### config.mk
export PLATFORM = sky130hd
export DESIGN_NAME = rvx_regfile
export DESIGN_NICKNAME = d
export VERILOG_FILES = /design/src/rtl/rvx_pkg.sv /design/src/rtl/rvx_regfile.sv
export SDC_FILE = /design/constraint.sdc
export NUM_CORES = 1
export LEC_CHECK = 0
export ABC_CLOCK_PERIOD_IN_PS = 2920
export BUFFER_PORTS_ARGS = -buffer_cell sky130_fd_sc_hd__buf_2
export CAP_MARGIN = 0
export CORE_MARGIN = 2
export CORE_UTILIZATION = 30
export CTS_BUF_LIST = sky130_fd_sc_hd__clkbuf_16
export DETAILED_ROUTE_END_ITERATION = 7
export SLEW_MARGIN = 5
export SYNTH_ARGS = -nofsm -noshare
export SYNTH_HDL_FRONTEND = slang
export SYNTH_SLANG_ARGS = --single-unit
export TNS_END_PERCENT = 5
### constraint.sdc
create_clock -name i_clk -period 2.92 [get_ports i_clk]
set_input_delay 0.146 -clock i_clk [delete_from_list [all_inputs] [get_ports i_clk]]
set_output_delay 0.146 -clock i_clk [all_outputs]
set_load 0.02 [all_outputs]
### src/rtl/rvx_pkg.sv
// rvx_pkg: opcodes, fixed encodings and shared types for the RV32I execute block.
// No dependencies.
package rvx_pkg;

    localparam int unsigned MEM_BYTES_DEF = 65536;

    localparam logic [31:0] HALT_WORD = 32'h0FF0_0513;

    localparam logic [6:0] OP_LUI    = 7'h37;
    localparam logic [6:0] OP_AUIPC  = 7'h17;
    localparam logic [6:0] OP_JAL    = 7'h6F;
    localparam logic [6:0] OP_JALR   = 7'h67;
    localparam logic [6:0] OP_BRANCH = 7'h63;
    localparam logic [6:0] OP_LOAD   = 7'h03;
    localparam logic [6:0] OP_STORE  = 7'h23;
    localparam logic [6:0] OP_IMM    = 7'h13;
    localparam logic [6:0] OP_REG    = 7'h33;

    localparam logic [6:0] F7_ZERO = 7'h00;
    localparam logic [6:0] F7_ALT  = 7'h20;

    // register file write port
    typedef struct packed {
        logic        we;
        logic [4:0]  idx;
        logic [31:0] val;
    } t_rf_wr;

endpackage

### src/rtl/rvx_regfile.sv
// rvx_regfile: 32x32 register memory, two registered read ports, per-entry valid bits
// and a bypass of the most recent write. Depends on rvx_pkg.
module rvx_regfile (
    input  logic            i_clk,
    input  logic            i_rst_n,
    input  logic            i_rd_en,
    input  logic [4:0]      i_ra1,
    input  logic [4:0]      i_ra2,
    input  rvx_pkg::t_rf_wr i_wr,
    output logic [31:0]     o_rd1,
    output logic [31:0]     o_rd2
);
    logic [31:0] mem [32];
    logic [31:0] r_valid;
    logic [31:0] r_q1, r_q2;
    logic        r_v1, r_v2;
    logic [4:0]  r_ra1, r_ra2;
    logic        r_fwd_v;
    logic [4:0]  r_fwd_idx;
    logic [31:0] r_fwd_val;

    always_ff @(posedge i_clk) begin
        if (i_wr.we) begin
            mem[i_wr.idx] <= i_wr.val;
        end
        if (i_rd_en) begin
            r_q1  <= mem[i_ra1];
            r_q2  <= mem[i_ra2];
            r_ra1 <= i_ra1;
            r_ra2 <= i_ra2;
        end
        if (i_wr.we) begin
            r_fwd_idx <= i_wr.idx;
            r_fwd_val <= i_wr.val;
        end
    end

    always_ff @(posedge i_clk) begin
        if (!i_rst_n) begin
            r_valid <= '0;
            r_v1    <= 1'b0;
            r_v2    <= 1'b0;
            r_fwd_v <= 1'b0;
        end else begin
            if (i_wr.we) begin
                r_valid[i_wr.idx] <= 1'b1;
                r_fwd_v           <= 1'b1;
            end
            if (i_rd_en) begin
                r_v1 <= r_valid[i_ra1];
                r_v2 <= r_valid[i_ra2];
            end
        end
    end

    // a write landing on the same edge as the read is caught by the bypass
    assign o_rd1 = (r_fwd_v && r_fwd_idx == r_ra1) ? r_fwd_val : (r_v1 ? r_q1 : 32'd0);
    assign o_rd2 = (r_fwd_v && r_fwd_idx == r_ra2) ? r_fwd_val : (r_v2 ? r_q2 : 32'd0);
endmodule

# [After elaboration in Yosys (flattened, before gate mapping)]
# Memories as Yosys holds them, arrays and structs flattened. A register that Yosys moved wholly into a read port is not among the register bits.
# Index checks and enable logic that the tools add are counted.
[word_totals] latch_bits=0 ramBits=1024 rom_bits=0 ff_bits=82 in_bits=51 word_cells=31 out_inout_bits=64 n_memories=1
[classes] order_cmp=4 addsub=0 n_eq_ne=2 n_reduce_logical=3 bitwise=1 div=0 muxes=12 shifts=0 multipliers=0
[memory_table] name="mem" words=32 word_bits=32 rd=2 rd_ports_with_merged_regs=2 wr=1 line_no="rvx_regfile.sv:13" source="logic [31:0] mem [32];"
[ops] op="2-to-1 mux 32 bit" n=4
[ops] op="bitwise OR 32 bit" n=1
[ops] op="less-than comparator 5 x 6 -> 1 bit (second input constant)" n=3
[ops] op="binary-select mux 1 bit (select 5 bit)" n=2
[ops] op="equality test 5 bit" n=2
[ops] op="demux 1 bit (select 5 bit)" n=1
[ops] op="greater-or-equal comparator 5 x 1 -> 1 bit (second input constant)" n=1
[ops] op="2-to-1 mux 1 bit" n=5
[ops] op="logical AND 1 bit" n=3

# [Logic depth before layout (Yosys ltp)]
[logic_depth] ltp_word=5 ltp_mapped=9 mapped_depth_nobuf=5

# [Least setup slack after synthesis]
# No wires, ideal clock.
[synth_path] path_type="input to register" startpoint="input i_wr[32] in the netlist's numbering" endpoint="memory mem[12][0], enable pin" required_time_ns=2.497 arrival_time_ns=2.190 setup_time_ns=0.423 setup_slack_ns=0.307 stages=3 n_path_buf=1 cell_sequence="or3b_2 -> clkbuf_1 -> nor2_1"
[synth_rtl] element="start: declaration" line_no="rvx_regfile.sv:9" source="input rvx_pkg::t_rf_wr i_wr,"
[synth_rtl] element="end: declaration" line_no="rvx_regfile.sv:13"
# No word-level cell before the write port.

# [Final worst setup path]
[layout_path] startpoint="register r_fwd_idx[2]" endpoint="output o_rd2[3]"
[layout_between] elab_chain_len=3
[layout_lines] element="start: declaration" line_no="rvx_regfile.sv:19" source="logic [4:0] r_fwd_idx;"
[layout_lines] element="start signal: assignment" line_no="rvx_regfile.sv:33" source="r_fwd_idx <= i_wr.idx;"
[layout_lines] element="equality test 5 bit" line_no="rvx_regfile.sv:58" source="assign o_rd2 = (r_fwd_v && r_fwd_idx == r_ra2) ? r_fwd_val : (r_v2 ? r_q2 : 32'd0);"
[layout_lines] element="logical AND 1 bit" line_no="rvx_regfile.sv:58"
[layout_lines] element="2-to-1 mux 32 bit" line_no="rvx_regfile.sv:58"
[layout_lines] element="end: declaration" line_no="rvx_regfile.sv:11" source="output logic [31:0] o_rd2"
# No other way between the ends.

==> reports/metrics.csv <==
stage;metric;value;unit
die;dieHeight;423;um
logic_synthesis;synth.top_cell.area_share;64.6;%
placement;gp_congestion;0.789;
cells_and_area;area.sequential;34800;um^2
drt;drt_iter0_markers;2920;
hold_path;hold_depth;2;
drt;viasPerCell;5.47;
critical_path;timing.rr.start;mem[3][27];
global_routing;grt_use_total;17.6;%
critical_path;crit_type;flip-flop to output pin;
cells_and_area;final_area;61900;um^2
drt;drt-total-wl;160000;um
sta;timing.setup.tns;0;ps
clock_network;clkSinkCount;1170;
clock_network;path_clk_slew;60;ps
logic_synthesis;synthesis.area;52800;um^2
cells_and_area;area.growth.synth_to_final;17.4;%
pwr;peakVddDrop;604;uV
critical_path;worst-path-max-fanout;20;
logic_synthesis;synth_area_leaders;edfxtp_1 (65%), mux4_2 (27%), mux2_2 (1.4%), dfxtp_1 (1.3%), nand2_1 (0.99%);
logic_synthesis;ys_seq_elements;1170;
global_routing;grt_pass1_vias;28600;
clock_network;cts_tree;done;
critical_path;critPathCaptureType;output pin;
placement;placed_area;57600;um^2
die;fp.dieW;423;um
die;core;174000;um^2
sta;fmax;348;MHz
hold_path;hp-start;i_ra1[1];
hold_path;hold_class;primary input to flip-flop;
critical_path;worstRegToRegCells;3;
logic_synthesis;yosys_warnings;0;
run;cap_violations;0;
sta;fin_crit;2870;ps
sta;finalCritPeriodShare;98.4;%
logic_synthesis;synthDistinctLibCells;29;
drt;antenna_left;0;
global_routing;grt_start_max_net_pins;63;
clock_network;cts-root-buf;clkbuf_16;
drt;wire_per_inst;31.2;um
die;initial_utilization;30.3;%
critical_path;arrival;2730;ps
logic_synthesis;synthCells;2425;
cells_and_area;layout.nets;2726;
logic_synthesis;seq_area_frac_synth;65.9;%
clock_network;cts_buffers;120;
critical_path;r2r_slack;900;ps
sta;rsz0062_at_grt;true;
logic_synthesis;ys.flop_type;edfxtp_1;
critical_path;cp.required;2770;ps
global_routing;grt_pass1_wl;223000;um
die;std_cell_rows;153;
drt;drc;0;
logic_synthesis;syn-num-nets;2476;
outcome;outcome;completed;
sta;clock_skew;47.4;ps
sta;tightest_slew;797;ps
cells_and_area;fill_cells;15900;
logic_synthesis;yosysTopAreaCell;edfxtp_1;
drt;dr.pass1.iters;5;
critical_path;start_kind;flip-flop;
global_routing;antenna_found_initial;6;
clock_network;post_cts_buffers;0;
logic_synthesis;synthArstFlopShare;0;%
sta;finalHoldViolations;0;
logic_synthesis;synth_edf_count;1135;
drt;vias;27900;
placement;portBuffers;114;
clock_network;clk_path_buf_depth;3;
cells_and_area;drive_gt1_share;42.8;%
sta;final_max_slew_viol_count;0;
cells_and_area;fin_util;35.5;%
sta;setup_viol;0;
pwr;p_per_area;600;nW/um^2
die;dieArea;179000;um^2
clock_network;worstSkewPairLatency;760;ps
hold_path;min_to;r_ra1[1];
die;io_pins;115;
critical_path;r2r_end;r_q1[27];
clock_network;htreeDepth;3;
cells_and_area;multi_input_area;17400;um^2
sta;timing.slew.headroom;46.9;%
global_routing;grt.overflow.total;0;
placement;hpwl;94700;um
pwr;p_leak;19.4;nW
logic_synthesis;avgSynthCellArea;21.8;um^2
[area by class of cell]
cell class	instances	share of cell area, %
diodes	3	0.0121
well taps	2325	4.70
clock buffers	121	4.89
multi-input cells	1072	28.1
flip-flops and latches	1170	56.2
clock inverters	106	1.35
repair buffers	311	4.85
[metal layers]
| layer | part of all wire [%] | global-route usage [%] |
|---|---|---|
| met1 | 39 | 22.7 |
| met2 | 51 | 30.4 |
| met3 | 6.7 | 2.71 |
| met4 | 3.0 | 5.64 |
| met5 | 0.028 | 0 |
[flip-flops by register name, summed over array words and instances (netlist names)]
name / flops
r_q2: 32
r_fwd_v: 1
r_valid: 32
r_v1: 1
r_ra1: 5
r_fwd_val: 32
r_fwd_idx: 5
r_q1: 32
mem: 1024
r_v2: 1
r_ra2: 5
[worst max-delay path by stage]
stage                       startpoint          to  cells past startpoint
after CTS                 r_fwd_idx[2]    o_rd2[6]                      7
after global routing      r_fwd_idx[2]    o_rd2[5]                      8
after floorplan               i_wr[32]  mem[12][0]                      3
after detailed placement      i_ra2[0]    r_q2[18]                      5
final                     r_fwd_idx[2]    o_rd2[3]                      8
after global placement        i_ra2[0]    r_q2[18]                      5
[cells in the mapped netlist, drive strengths merged (10+ instances only)]
master  instances
nor2           35
mux2i          32
buf            84
mux2           64
o21ai          66
o21a           33
clkbuf         99
edfxtp       1135
dfxtp          35
nand3          10
nand2         139
mux4          640
[worst max-delay path, stage by stage, from the launching register on]
cell      delay [ps]
edfxtp_1         420
xor2_1           160
nor4_1           330
and3_4           330
buf_12           200
nand2_1           70
o21ai_0           90
buf_4            220
buf_4            160
[timing repair]
item,in CTS,in global routing
hold endpoints to repair,1092,0
resized for setup,12,7
setup endpoints to repair,14,6
gates cloned,0,1
hold buffers,41,0
[kinds of logic after synthesis]
kind of cell,synth area share (%)
and+or+nand+nor,1.66
buffers and inverters,1.64
DFF,65.9
muxes,29.3
xor gates and xnor gates,0.166
AOI/OAI and AO/OA,1.32
[power by group]
part / switching [W] / internal [W]
clock network: 0.00670 / 0.00842
logic: 0.00166 / 0.00146
registers: 0.000168 / 0.0188
[metrics by stage]
stage | power [W] | hold WS [ps] | setup slack [ps] | cells
2_1_floorplan | 0.0211 | 245 | 307 | 2425
4_1_cts | 0.0375 | 6.21 | -16.5 | 5104
3_5_place_dp | 0.0224 | 465 | 379 | 4836
5_1_grt | 0.0383 | 32.6 | -22.5 | 5105
3_3_place_gp | 0.0224 | 463 | 378 | 4836
6_report | 0.0372 | 67.3 | 48.0 | 5108
[layout by cell type (no fill, tap or decap), types with 3 or more instances in the layout]
master / Yosys / layout
edfxtp_1: 1135 / 1135
mux4_2: 640 / 640
nand2_1: 139 / 139
clkbuf_16: 0 / 122
buf_4: 1 / 104
buf_2: 45 / 98
mux2_2: 64 / 64
buf_12: 0 / 60
o21ai_0: 66 / 59
dlygate4sd3_1: 0 / 41
o21a_1: 33 / 33
dfxtp_1: 35 / 33
nor2_4: 0 / 32
mux2i_1: 32 / 32
inv_1: 0 / 29
clkinv_1: 0 / 27
clkinv_2: 0 / 22
nand3_1: 10 / 10
bufinv_16: 0 / 10
xor2_1: 8 / 8
a22oi_1: 8 / 8
a21oi_1: 6 / 6
clkinvlp_4: 0 / 6
o21ai_2: 0 / 5
nand3b_1: 5 / 5
nor2b_1: 4 / 4
nand2b_1: 4 / 4
buf_8: 0 / 4
diode_2: 0 / 3
nor2_1: 35 / 3
or3b_2: 3 / 3
inv_6: 0 / 3
buf_6: 16 / 3
(Power assumes the default switching activity.)
